## src/rtl/core/oate_pkg.sv

```systemverilog
// Shared types and constants for the ordered array table engine.
package oate_pkg;

   localparam int OP_W      = 3;
   localparam int POS_W     = 7;
   localparam int VAL_W     = 32;
   localparam int CAP_W     = 7;
   localparam int STATUS_W  = 3;
   localparam int COUNT_W   = 7;
   localparam int FOUND_W   = 6;
   localparam logic [CAP_W-1:0] CAP_RESET = 7'd64;

   typedef enum logic [OP_W-1:0] {
      OP_APPEND = 3'd0,
      OP_INSERT = 3'd1,
      OP_EDIT   = 3'd2,
      OP_DELETE = 3'd3,
      OP_READ   = 3'd4,
      OP_FIND   = 3'd5
   } op_type;

   typedef enum logic [STATUS_W-1:0] {
      ST_OK        = 3'd0,
      ST_BAD_INDEX = 3'd1,
      ST_FULL      = 3'd2,
      ST_EMPTY     = 3'd3,
      ST_NOT_FOUND = 3'd4
   } status_type;

   typedef enum logic [1:0] {
      RD_ZERO = 2'd0,
      RD_MEM  = 2'd1,
      RD_ONES = 2'd2
   } rd_sel_type;

   typedef enum logic [3:0] {
      ACT_NONE       = 4'd0,
      ACT_APPEND     = 4'd1,
      ACT_EDIT       = 4'd2,
      ACT_READ       = 4'd3,
      ACT_INS_START  = 4'd4,
      ACT_INS_STEP   = 4'd5,
      ACT_DEL_START  = 4'd6,
      ACT_DEL_STEP   = 4'd7,
      ACT_FIND_START = 4'd8,
      ACT_FIND_STEP  = 4'd9
   } act_type;

   typedef struct packed {
      logic       load;
      act_type    act;
      logic       respond;
      status_type status;
      rd_sel_type rd_sel;
   } dp_cmd_type;

   typedef struct packed {
      op_type op;
      logic   full;
      logic   empty;
      logic   pos_above_count;
      logic   pos_not_below_count;
      logic   ins_done;
      logic   walk_end;
      logic   hit;
   } dp_stat_type;

endpackage

```

## src/rtl/core/ordered_array_table_engine_core.sv

```systemverilog
// Top level of the ordered array table engine: controller plus datapath.
//
//  channel   ports                                   handshake
//  request   req_operation, req_position, req_value  start && !busy
//  result    rsp_status ... rsp_is_full              rsp_valid, one cycle
//  config    csr_wr_data (capacity in use)           csr_wr_en
//
// Append, edit, read and refused requests pass from the decide state straight to the respond state.
// Insert/delete walk the entries behind the position when one moves (one RAM move per cycle);
// find walks from index 0 to the first match, or up to the count on a miss.
// busy drops in the strobe cycle; the next request can be taken at the edge ending it.
// Synchronous reset clears count and sets capacity to 64; entries need no clearing.
// The receiver cannot stall; each result is valid for exactly one cycle.
module ordered_array_table_engine_core
   import oate_pkg::*;
#(
   parameter int MAX_ENTRIES = 64
) (
   input  logic                    clock,
   input  logic                    reset,
   input  logic                    start,
   output logic                    busy,
   input  logic [OP_W-1:0]         req_operation,
   input  logic [POS_W-1:0]        req_position,
   input  logic signed [VAL_W-1:0] req_value,
   input  logic                    csr_wr_en,
   input  logic [CAP_W-1:0]        csr_wr_data,
   output logic                    rsp_valid,
   output logic [STATUS_W-1:0]     rsp_status,
   output logic signed [VAL_W-1:0] rsp_read_value,
   output logic [FOUND_W-1:0]      rsp_found_position,
   output logic [COUNT_W-1:0]      rsp_entry_count,
   output logic                    rsp_is_empty,
   output logic                    rsp_is_full
);

   dp_cmd_type  cmd;
   dp_stat_type stat;

   oate_ctrl u_ctrl (
      .clock (clock),
      .reset (reset),
      .start (start),
      .busy  (busy),
      .stat  (stat),
      .cmd   (cmd)
   );

   oate_dp #(
      .MAX_ENTRIES (MAX_ENTRIES)
   ) u_dp (
      .clock              (clock),
      .reset              (reset),
      .cmd                (cmd),
      .stat               (stat),
      .req_operation      (req_operation),
      .req_position       (req_position),
      .req_value          (req_value),
      .csr_wr_en          (csr_wr_en),
      .csr_wr_data        (csr_wr_data),
      .rsp_valid          (rsp_valid),
      .rsp_status         (rsp_status),
      .rsp_read_value     (rsp_read_value),
      .rsp_found_position (rsp_found_position),
      .rsp_entry_count    (rsp_entry_count),
      .rsp_is_empty       (rsp_is_empty),
      .rsp_is_full        (rsp_is_full)
   );

endmodule

```

## src/rtl/core/oate_ram.sv

```systemverilog
// Generic single-write, single-read RAM with registered read data.
module oate_ram #(
   parameter int WIDTH = 32,
   parameter int DEPTH = 64,
   localparam int AW   = (DEPTH > 1) ? $clog2(DEPTH) : 1
) (
   input  logic             clock,
   input  logic             wr_en,
   input  logic [AW-1:0]    wr_addr,
   input  logic [WIDTH-1:0] wr_data,
   input  logic             rd_en,
   input  logic [AW-1:0]    rd_addr,
   output logic [WIDTH-1:0] rd_data
);

   logic [WIDTH-1:0] mem_ff [0:DEPTH-1];
   logic [WIDTH-1:0] rd_data_ff;

   always_ff @(posedge clock) begin
      if (wr_en) begin
         mem_ff[wr_addr] <= wr_data;
      end
      if (rd_en) begin
         rd_data_ff <= mem_ff[rd_addr];
      end
   end

   assign rd_data = rd_data_ff;

endmodule

```

## src/rtl/core/oate_ctrl.sv

```systemverilog
// Controller state machine: decodes the request and sequences the datapath.
module oate_ctrl
   import oate_pkg::*;
(
   input  logic        clock,
   input  logic        reset,
   input  logic        start,
   output logic        busy,
   input  dp_stat_type stat,
   output dp_cmd_type  cmd
);

   typedef enum logic [5:0] {
      S_IDLE    = 6'b000001,
      S_DECIDE  = 6'b000010,
      S_INSERT  = 6'b000100,
      S_DELETE  = 6'b001000,
      S_FIND    = 6'b010000,
      S_RESPOND = 6'b100000
   } state_type;

   state_type  state_ff, state_in;
   status_type status_ff, status_in;
   rd_sel_type rsel_ff, rsel_in;

   always_comb begin
      state_in    = state_ff;
      status_in   = status_ff;
      rsel_in     = rsel_ff;
      cmd.load    = 1'b0;
      cmd.act     = ACT_NONE;
      cmd.respond = 1'b0;
      cmd.status  = status_ff;
      cmd.rd_sel  = rsel_ff;
      unique case (state_ff)
         S_IDLE: begin
            if (start) begin
               cmd.load  = 1'b1;
               status_in = ST_OK;
               rsel_in   = RD_ZERO;
               state_in  = S_DECIDE;
            end
         end
         S_DECIDE: begin
            state_in = S_RESPOND;
            unique case (stat.op)
               OP_APPEND: begin
                  if (stat.full) status_in = ST_FULL;
                  else cmd.act = ACT_APPEND;
               end
               OP_INSERT: begin
                  if (stat.full) begin
                     status_in = ST_FULL;
                  end else if (stat.pos_above_count) begin
                     status_in = ST_BAD_INDEX;
                  end else begin
                     cmd.act  = ACT_INS_START;
                     state_in = S_INSERT;
                  end
               end
               OP_EDIT: begin
                  if (stat.pos_not_below_count) status_in = ST_BAD_INDEX;
                  else cmd.act = ACT_EDIT;
               end
               OP_DELETE: begin
                  if (stat.empty) begin
                     status_in = ST_EMPTY;
                  end else if (stat.pos_not_below_count) begin
                     status_in = ST_BAD_INDEX;
                  end else begin
                     cmd.act  = ACT_DEL_START;
                     state_in = S_DELETE;
                  end
               end
               OP_READ: begin
                  if (stat.pos_not_below_count) begin
                     status_in = ST_BAD_INDEX;
                     rsel_in   = RD_ONES;
                  end else begin
                     cmd.act = ACT_READ;
                     rsel_in = RD_MEM;
                  end
               end
               OP_FIND: begin
                  if (stat.empty) begin
                     status_in = ST_EMPTY;
                  end else begin
                     cmd.act  = ACT_FIND_START;
                     state_in = S_FIND;
                  end
               end
               default: begin
                  // spare opcodes: no change, status ok
               end
            endcase
         end
         S_INSERT: begin
            cmd.act = ACT_INS_STEP;
            if (stat.ins_done) state_in = S_RESPOND;
         end
         S_DELETE: begin
            cmd.act = ACT_DEL_STEP;
            if (stat.walk_end) state_in = S_RESPOND;
         end
         S_FIND: begin
            cmd.act = ACT_FIND_STEP;
            if (stat.hit) begin
               state_in = S_RESPOND;
            end else if (stat.walk_end) begin
               status_in = ST_NOT_FOUND;
               state_in  = S_RESPOND;
            end
         end
         S_RESPOND: begin
            cmd.respond = 1'b1;
            state_in    = S_IDLE;
         end
         default: begin
            state_in = S_IDLE;
         end
      endcase
   end

   always_ff @(posedge clock) begin
      if (reset) begin
         state_ff  <= S_IDLE;
         status_ff <= ST_OK;
         rsel_ff   <= RD_ZERO;
      end else begin
         state_ff  <= state_in;
         status_ff <= status_in;
         rsel_ff   <= rsel_in;
      end
   end

   assign busy = (state_ff != S_IDLE);

endmodule

```

## src/rtl/core/oate_dp.sv

```systemverilog
// Datapath: request and count registers, entry RAM, walk pointer and result registers.
module oate_dp
   import oate_pkg::*;
#(
   parameter int MAX_ENTRIES = 64
) (
   input  logic                    clock,
   input  logic                    reset,
   input  dp_cmd_type              cmd,
   output dp_stat_type             stat,
   input  logic [OP_W-1:0]         req_operation,
   input  logic [POS_W-1:0]        req_position,
   input  logic signed [VAL_W-1:0] req_value,
   input  logic                    csr_wr_en,
   input  logic [CAP_W-1:0]        csr_wr_data,
   output logic                    rsp_valid,
   output logic [STATUS_W-1:0]     rsp_status,
   output logic signed [VAL_W-1:0] rsp_read_value,
   output logic [FOUND_W-1:0]      rsp_found_position,
   output logic [COUNT_W-1:0]      rsp_entry_count,
   output logic                    rsp_is_empty,
   output logic                    rsp_is_full
);

   localparam int AW = (MAX_ENTRIES > 1) ? $clog2(MAX_ENTRIES) : 1;
   localparam int CW = $clog2(MAX_ENTRIES + 1);
   localparam int XW = (CW > POS_W) ? CW : POS_W;
   localparam logic [XW-1:0] MAX_X = XW'(MAX_ENTRIES);

   op_type             op_ff;
   logic [POS_W-1:0]   pos_ff;
   logic [VAL_W-1:0]   val_ff;
   logic [CAP_W-1:0]   cap_ff;
   logic [CW-1:0]      count_ff, count_in;
   logic [CW-1:0]      ptr_ff, ptr_in;
   logic               pend_ff, pend_in;
   logic [AW-1:0]      pend_addr_ff, pend_addr_in;
   logic [AW-1:0]      found_ff, found_in;

   logic               rsp_valid_ff;
   status_type         rsp_status_ff;
   logic [VAL_W-1:0]   rsp_read_value_ff;
   logic [FOUND_W-1:0] rsp_found_ff;
   logic [COUNT_W-1:0] rsp_count_ff;
   logic               rsp_empty_ff;
   logic               rsp_full_ff;

   logic [XW-1:0]      count_x, pos_x, ptr_x, cap_x, found_x;
   logic [CW-1:0]      ptr_m1;
   logic               full;

   logic               wr_en, rd_en;
   logic [AW-1:0]      wr_addr, rd_addr;
   logic [VAL_W-1:0]   wr_data, rd_data;

   assign count_x = XW'(count_ff);
   assign pos_x   = XW'(pos_ff);
   assign ptr_x   = XW'(ptr_ff);
   assign cap_x   = XW'(cap_ff);
   assign found_x = XW'(found_ff);
   assign ptr_m1  = ptr_ff - 1'b1;
   // capacity above the built depth acts as the built depth
   assign full    = (count_x >= cap_x) || (count_x >= MAX_X);

   assign stat.op                  = op_ff;
   assign stat.full                = full;
   assign stat.empty               = (count_ff == '0);
   assign stat.pos_above_count     = (pos_x > count_x);
   assign stat.pos_not_below_count = (pos_x >= count_x);
   assign stat.ins_done            = (ptr_x == pos_x) && !pend_ff;
   assign stat.walk_end            = (ptr_x >= count_x) && !pend_ff;
   assign stat.hit                 = pend_ff && (rd_data == val_ff);

   // Insert and delete walks overlap the read of one entry with the write of the one read before.
   always_comb begin
      count_in     = count_ff;
      ptr_in       = ptr_ff;
      pend_in      = pend_ff;
      pend_addr_in = pend_addr_ff;
      found_in     = found_ff;
      wr_en        = 1'b0;
      wr_addr      = pend_addr_ff;
      wr_data      = rd_data;
      rd_en        = 1'b0;
      rd_addr      = ptr_ff[AW-1:0];
      if (cmd.load) found_in = '0;
      case (cmd.act)
         ACT_APPEND: begin
            wr_en    = 1'b1;
            wr_addr  = count_ff[AW-1:0];
            wr_data  = val_ff;
            count_in = count_ff + 1'b1;
         end
         ACT_EDIT: begin
            wr_en   = 1'b1;
            wr_addr = pos_x[AW-1:0];
            wr_data = val_ff;
         end
         ACT_READ: begin
            rd_en   = 1'b1;
            rd_addr = pos_x[AW-1:0];
         end
         ACT_INS_START: begin
            ptr_in  = count_ff;
            pend_in = 1'b0;
         end
         ACT_INS_STEP: begin
            if (pend_ff) wr_en = 1'b1;
            if (ptr_x > pos_x) begin
               rd_en        = 1'b1;
               rd_addr      = ptr_m1[AW-1:0];
               pend_in      = 1'b1;
               pend_addr_in = ptr_ff[AW-1:0];
               ptr_in       = ptr_m1;
            end else if (pend_ff) begin
               pend_in = 1'b0;
            end else begin
               wr_en    = 1'b1;
               wr_addr  = pos_x[AW-1:0];
               wr_data  = val_ff;
               count_in = count_ff + 1'b1;
            end
         end
         ACT_DEL_START: begin
            ptr_in  = pos_x[CW-1:0] + 1'b1;
            pend_in = 1'b0;
         end
         ACT_DEL_STEP: begin
            if (pend_ff) wr_en = 1'b1;
            if (ptr_x < count_x) begin
               rd_en        = 1'b1;
               pend_in      = 1'b1;
               pend_addr_in = ptr_m1[AW-1:0];
               ptr_in       = ptr_ff + 1'b1;
            end else if (pend_ff) begin
               pend_in = 1'b0;
            end else begin
               count_in = count_ff - 1'b1;
            end
         end
         ACT_FIND_START: begin
            ptr_in  = '0;
            pend_in = 1'b0;
         end
         ACT_FIND_STEP: begin
            if (stat.hit) begin
               found_in = pend_addr_ff;
               pend_in  = 1'b0;
            end else if (ptr_x < count_x) begin
               rd_en        = 1'b1;
               pend_in      = 1'b1;
               pend_addr_in = ptr_ff[AW-1:0];
               ptr_in       = ptr_ff + 1'b1;
            end else begin
               pend_in = 1'b0;
            end
         end
         default: begin
         end
      endcase
   end

   oate_ram #(
      .WIDTH (VAL_W),
      .DEPTH (MAX_ENTRIES)
   ) u_ram (
      .clock   (clock),
      .wr_en   (wr_en),
      .wr_addr (wr_addr),
      .wr_data (wr_data),
      .rd_en   (rd_en),
      .rd_addr (rd_addr),
      .rd_data (rd_data)
   );

   always_ff @(posedge clock) begin
      if (reset) begin
         count_ff     <= '0;
         cap_ff       <= CAP_RESET;
         pend_ff      <= 1'b0;
         rsp_valid_ff <= 1'b0;
      end else begin
         count_ff     <= count_in;
         pend_ff      <= pend_in;
         rsp_valid_ff <= cmd.respond;
         if (csr_wr_en) cap_ff <= csr_wr_data;
      end
   end

   always_ff @(posedge clock) begin
      ptr_ff       <= ptr_in;
      pend_addr_ff <= pend_addr_in;
      found_ff     <= found_in;
      if (cmd.load) begin
         op_ff  <= op_type'(req_operation);
         pos_ff <= req_position;
         val_ff <= req_value;
      end
      if (cmd.respond) begin
         rsp_status_ff <= cmd.status;
         case (cmd.rd_sel)
            RD_MEM:  rsp_read_value_ff <= rd_data;
            RD_ONES: rsp_read_value_ff <= '1;
            default: rsp_read_value_ff <= '0;
         endcase
         rsp_found_ff <= found_x[FOUND_W-1:0];
         rsp_count_ff <= count_x[COUNT_W-1:0];
         rsp_empty_ff <= (count_ff == '0);
         rsp_full_ff  <= full;
      end
   end

   assign rsp_valid          = rsp_valid_ff;
   assign rsp_status         = rsp_status_ff;
   assign rsp_read_value     = rsp_read_value_ff;
   assign rsp_found_position = rsp_found_ff;
   assign rsp_entry_count    = rsp_count_ff;
   assign rsp_is_empty       = rsp_empty_ff;
   assign rsp_is_full        = rsp_full_ff;

   a_count_bound: assert property (@(posedge clock) disable iff (reset)
      count_x <= MAX_X)
      else $error("entry count above built depth");

   a_count_step: assert property (@(posedge clock) disable iff (reset)
      !$past(reset) && (count_ff != $past(count_ff)) |->
         (count_ff == $past(count_ff) + 1'b1) || (count_ff == $past(count_ff) - 1'b1))
      else $error("entry count moved by more than one");

   a_wr_range: assert property (@(posedge clock) disable iff (reset)
      wr_en |-> (XW'(wr_addr) < MAX_X))
      else $error("RAM write beyond built depth");

   a_pend_walk: assert property (@(posedge clock) disable iff (reset)
      pend_ff |-> (cmd.act == ACT_INS_STEP) || (cmd.act == ACT_DEL_STEP)
                  || (cmd.act == ACT_FIND_STEP))
      else $error("pending RAM data outside a walk");

   a_strobe_single: assert property (@(posedge clock) disable iff (reset)
      rsp_valid_ff |=> !rsp_valid_ff)
      else $error("result strobe held for two cycles");

endmodule
```

## config.mk

```make
export PLATFORM = sky130hd
export DESIGN_NAME = ordered_array_table_engine_core
export DESIGN_NICKNAME = d
export VERILOG_FILES = /design/src/rtl/core/oate_pkg.sv /design/src/rtl/core/ordered_array_table_engine_core.sv /design/src/rtl/core/oate_ram.sv /design/src/rtl/core/oate_ctrl.sv /design/src/rtl/core/oate_dp.sv
export SDC_FILE = /design/constraint.sdc
export NUM_CORES = 2
export LEC_CHECK = 0
export BUFFER_PORTS_ARGS = -buffer_cell sky130_fd_sc_hd__clkbuf_2
export CAP_MARGIN = 30
export CORE_MARGIN = 2
export CORE_UTILIZATION = 30
export CTS_BUF_LIST = sky130_fd_sc_hd__clkbuf_16
export CTS_CLUSTER_DIAMETER = 200
export CTS_CLUSTER_SIZE = 12
export DETAILED_ROUTE_END_ITERATION = 16
export PLACE_DENSITY = 0.41
export SETUP_SLACK_MARGIN = 0.3
export SLEW_MARGIN = 20
export SYNTH_ARGS = -nofsm -noshare
export SYNTH_HDL_FRONTEND = slang
export SYNTH_HIERARCHICAL = 1
export SYNTH_SLANG_ARGS = --single-unit
```

## constraint.sdc

```tcl
create_clock -name clock -period 10.8 [get_ports clock]
set_clock_uncertainty 0.15 [all_clocks]
set_input_delay 2.16 -clock clock [delete_from_list [all_inputs] [get_ports clock]]
set_output_delay 2.16 -clock clock [all_outputs]
set_load 0.02 [all_outputs]
```

**Word-level counts from Yosys, hierarchy flattened**

Memory sizes are Yosys's and may differ from the RTL's. A register that Yosys moved wholly into a read port is not among the register bits.
Cells that the tools add are included.

- Bits in registers: 138
- RAM bits: 2048
- Input bits: 53
- Logic and storage cells: 172
- Memories: 1

- Add/sub/neg operators: 5
- Order comparisons: 7
- Eq/ne operators: 42
- Muxes and demuxes: 76
- Reductions and logical operators: 22

Memories:

| name | depth | bits a word | rd ports | clocked after Yosys merged registers in | write ports | line | source |
|---|---|---|---|---|---|---|---|
| u_dp.u_ram.mem_ff | 64 | 32 | 1 | 1 | 1 | oate_ram.sv:16 | `logic [WIDTH-1:0] mem_ff [0:DEPTH-1];` |

Operator list:

| cell | number |
|---|---|
| 32-bit case mux with 2 select lines | 2 |
| 6-bit two-way mux | 19 |
| 32-bit two-way mux | 2 |
| 6-bit case mux with 3 select lines | 3 |
| 7-bit two-way mux | 7 |
| 7-bit case mux with 6 select lines | 1 |
| 3-bit two-way mux | 11 |
| 32-bit equality test | 1 |
| 6-bit case mux with 5 select lines | 1 |
| 4-bit case mux with 6 select lines | 1 |
| 7-bit by 1-bit adder with 7-bit output (second input constant) | 3 |
| 7-bit >= comparator | 3 |
| 7-bit case mux with 3 select lines | 1 |
| 2-bit inequality test (second input constant) | 10 |
| 4-bit by 3-bit equality test with 1-bit output (second input constant) | 4 |
| 4-bit case mux with 4 select lines | 1 |
| 3-bit case mux with 5 select lines | 1 |
| 7-bit greater-than comparator | 2 |
| 7-bit by 1-bit subtractor with 7-bit output (second input constant) | 2 |
| 1-bit two-way mux | 12 |
| 4-bit two-way mux | 3 |
| 6-bit case mux with 2 select lines | 1 |
| 2-bit two-way mux | 5 |
| 5-bit AND reduction | 2 |
| 41 further kinds | 54 |

**Longest topological paths before layout**

- Word-level depth: 10
- Mapped depth: 30

**Modules after synthesis**

The synthesis kept the hierarchy.

Modules (own cells, without submodules):

| module | instances | cells an instance | area an instance (µm²) | sequential area each (µm²) |
|---|---|---|---|---|
| oate_ram | 1 | 3511 | 79359.9 | 62459.9 |
| oate_dp | 1 | 821 | 7956.4 | 3593.4 |
| oate_ctrl | 1 | 125 | 927.1 | 220.2 |

**Worst setup path before layout**

Ideal clock, no wire load.

- Path type: flip-flop to flip-flop
- Start: reg u_dp.count_ff[1]
- End: mem u_dp.u_ram.mem_ff[28][0] (enable)
- Setup time: 0.421 ns
- Data arrival time: 5.547 ns
- Data required time: 10.229 ns
- Setup slack: 4.682 ns
- Cell stages (with the launch flop): 22
- Path buffers: 5
- Cells stage by stage: dfxtp_1 -> clkbuf_1 -> inv_1 -> ha_1 -> a21o_1 -> a21oi_1 -> o21ai_0 -> nor2_1 -> o21ai_0 -> clkbuf_1 -> mux2i_1 -> a32o_1 -> clkbuf_1 -> nor2b_1 -> a211oi_1 -> nand2_1 -> a221o_1 -> clkbuf_1 -> or3b_2 -> or2_2 -> clkbuf_1 -> nor2_1

RTL lines:

| item | line | source |
|---|---|---|
| start: declaration | oate_dp.sv:34 | `logic [CW-1:0] count_ff, count_in;` |
| start signal: assignment | oate_dp.sv:183 | `count_ff <= count_in;` |
| end: declaration | oate_ram.sv:16 |  |

==> run_results.csv <==
group,metric,value,unit
status,status,"completed",
clock_tree,cts_setup_buffers,0,
yosys,synth_top_area_share,74.35,%
final_layout,syn2layout_area_growth,13.37,%
detailed_routing,wire_per_inst,31.37,um
global_route,grt_pass1_wl,376900,um
min_path,hp-class,"reg2reg",
clock_tree,cts_tree,"done",
floorplanning,std_cell_rows,199,
pwr,p_per_area,159.9,mW/mm^2
yosys,yosys_register_bits,2218,
worst_setup_path,cp-end-kind,"flop",
placement,dp_slack,2223,ps
final_layout,fin_nets,4762,
clock_tree,clk_latency,850,ps
floorplanning,coreArea,0.2933,sq mm
yosys,async_flop_share,0,%
clock_tree,cts_buffer_depth,3,
global_route,antenna_found_initial,18,
yosys,synth.area.top_cells,"edfxtp_1, mux4_2, mux2i_1",
placement,gp_congestion,0.7744,
yosys,ys.warnings.count,6,
clock_tree,clock-sinks,2218,
yosys,synthAdderAreaFrac,0.4679,%
yosys,synth_compound_area_share,5.225,%
clock_tree,clk_pin_slew,70,ps
yosys,synth_edf_count,2185,
global_route,grt_usage,17.83,%
timing,rsz0062_at_grt,"no",
yosys,syn_area,0.08824,sq mm
yosys,yosys.area.top_type,"edfxtp_1",
global_route,grt_overflow,0,
timing,worst_slack,2577,ps
yosys,synth_top_family_by_area,"multiplexers",
yosys,syn_area_per_cell,19.80,sq um
job,cap_viol_max_count,0,
yosys,ys_seq_area_share,75.10,%
floorplanning,start_util,30.09,%
detailed_routing,vias_per_cell,5.234,
final_layout,final_cell_mix,"edfxtp_1, mux4_2, clkbuf_16, mux2i_1, buf_4",
timing,finalCriticalPeriod,8223,ps
placement,dpl.hpwl,157800,um
timing,final_max_slew_viol_count,0,
detailed_routing,ant_nets,0,
detailed_routing,drcViolationCount,0,
worst_setup_path,critPathKind,"reg2reg",
timing,worst_slew_pin_slew,996.1,ps
clock_tree,cts-buffers-inserted,202,
clock_tree,cts_resized,0,
detailed_routing,drtIter0Drc,4501,
floorplanning,dieArea,0.2985,sq mm
worst_setup_path,cp.arrival,8660,ps
timing,fin_crit_sh,76.14,%
timing,finalHoldViolCount,0,
floorplanning,die_h,546.4,um
clock_tree,h-tree-depth,4,
detailed_routing,dr.pass1.iters,6,
worst_setup_path,path_max_fanout,28,
pwr,p_total,16.00,mW
detailed_routing,drt-total-wl,270900,um
clock_tree,hold_buffers,0,
timing,tns,0,ps
clock_tree,cts_root_buffer,"clkbuf_16",
yosys,muxShareOfSynthArea,13.76,%
placement,place.port_buffers,104,
yosys,synth_ff_type,"edfxtp_1",
timing,relSlewSlack,33.44,%
yosys,synth_nets,4543,
final_layout,post_route_cells_drive_above_1_share,23.27,%
yosys,syn_inst,4457,
pwr,peakVddDrop,0.0001499,V
final_layout,final_common_cell,"edfxtp_1",
floorplanning,ios,105,
timing,setup_violations,0,
detailed_routing,vias,45190,
timing,fmax,121.6,MHz
global_route,grt_max_degree,96,
worst_setup_path,crit_path_start_kind,"flop",
floorplanning,die_x,546.4,um
worst_setup_path,crit_required,11240,ps
global_route,grt_pass1_vias,45680,
yosys,synth.distinct_cells,88,
yosys,yosys.area_share.simple,2.880,%
pwr,leakagePower,31.12,nW
yosys,yosys.area_share.xor_xnor,0.4764,%
## Yosys cell counts, types with 15 or more instances
cell	instances
a221oi_1	34
dfxtp_1	33
o21ai_0	41
and3_1	15
o221ai_1	25
edfxtp_1	2185
clkbuf_1	128
a211oi_1	26
a22o_1	45
a22oi_1	166
o22ai_1	47
nor3_1	24
buf_4	30
a21oi_1	96
buf_2	61
a31oi_1	21
inv_1	71
mux4_2	446
nand3_1	65
buf_6	34
xnor2_1	36
ha_1	33
nand2b_1	15
nor2_1	207
o211ai_1	18
mux2i_1	201
nor2b_1	37
o21ai_1	42
nand2_1	62
## routing by layer
metal | vias up | part of all wire (%) | GRT usage [%]
li1 | 18840 | - | -
met1 | 24930 | 46 | 25.95
met2 | 1155 | 47 | 28.47
met3 | 261 | 5.0 | 2.690
met4 | 4 | 1.5 | 3.223
met5 | - | 0.010 | 0
## sequential cells by signal, summed over array words and instances (netlist names), 7 cells and up
register / count
u_dp/ptr_ff: 7
u_dp/count_ff: 7
u_dp/cap_ff: 7
u_dp/rsp_read_value: 32
u_dp/val_ff: 32
u_dp/u_ram/rd_data: 32
u_dp/rsp_entry_count: 7
u_dp/pos_ff: 7
u_dp/u_ram/mem_ff: 2048
## layout make-up
| cell class | count | area [sq um] |
|---|---|---|
| inverters | 72 | 270.3 |
| fillers | 27740 | 193300 |
| clock buffers | 204 | 5105 |
| well taps | 3919 | 4903 |
| clock inverters | 26 | 240.2 |
| repair buffers | 286 | 2059 |
| multi-input cells | 1896 | 21160 |
| flip-flops and latches | 2218 | 66270 |
| diodes | 13 | 32.53 |
## path summary, 6_finish.rpt
kind / startpoint / endpoint / slack (ps) / cells after the start
max reg2reg: u_dp/count_ff[4] / u_dp/u_ram/rd_data[6] / 2580 / 23
min: u_dp/found_ff[0] / u_dp/rsp_found_position[0] / 300 / 0
max: u_dp/count_ff[4] / u_dp/u_ram/rd_data[6] / 2580 / 23
min reg2reg: u_dp/found_ff[0] / u_dp/rsp_found_position[0] / 300 / 0
## critical path, cell delays in order (launching register included)
cell and delay [ps]:
dfxtp_1 590, inv_1 120, ha_1 310, a21oi_1 170
nor2b_1 70, o21ai_0 200, o21ai_0 120, nor2_1 140
o21ai_1 100, buf_4 180, nor2_1 140, nand4b_1 150
nand3_1 460, nor2b_1 550, nand2_2 280, a211o_1 590
nor2_1 210, a221o_4 570, buf_4 440, buf_4 570
mux4_2 600, a22oi_1 490, nand3_1 380, and3_1 280
## metrics by stage
| stage | instance area, sq um | hold slack (ps) | cells | utilization (%) |
|---|---|---|---|---|
| 3_3_place_gp | 94590 | 316.6 | 8386 | 32.25 |
| 5_1_grt | 100000 | 327.8 | 8625 | 34.10 |
| 3_5_place_dp | 94610 | 306.0 | 8387 | 32.26 |
| 4_1_cts | 99960 | 312.7 | 8617 | 34.08 |
| 2_1_floorplan | 88240 | 250.5 | 4457 | - |
| 6_report | 100000 | 305.0 | 8634 | 34.11 |
## power by group
group	total [mW]	switching (mW)	internal, mW
Sequential	9.40	0.0308	9.36
Combinational	0.179	0.120	0.0597
Clock	6.42	3.09	3.33
## cells by family (layout without fill, tap and decap cells)
kind of cell | Yosys count | after routing
flip-flops | 2218 | 2218
multiplexers | 655 | 655
XOR/XNOR | 48 | 48
adder cells (fa/ha/maj) | 33 | 33
buffers and inverters | 343 | 588
AND/OR/NAND/NOR | 515 | 515
other | 0 | 13
AO/OA/AOI/OAI | 645 | 645
Power figures use the tool's default switching activity.
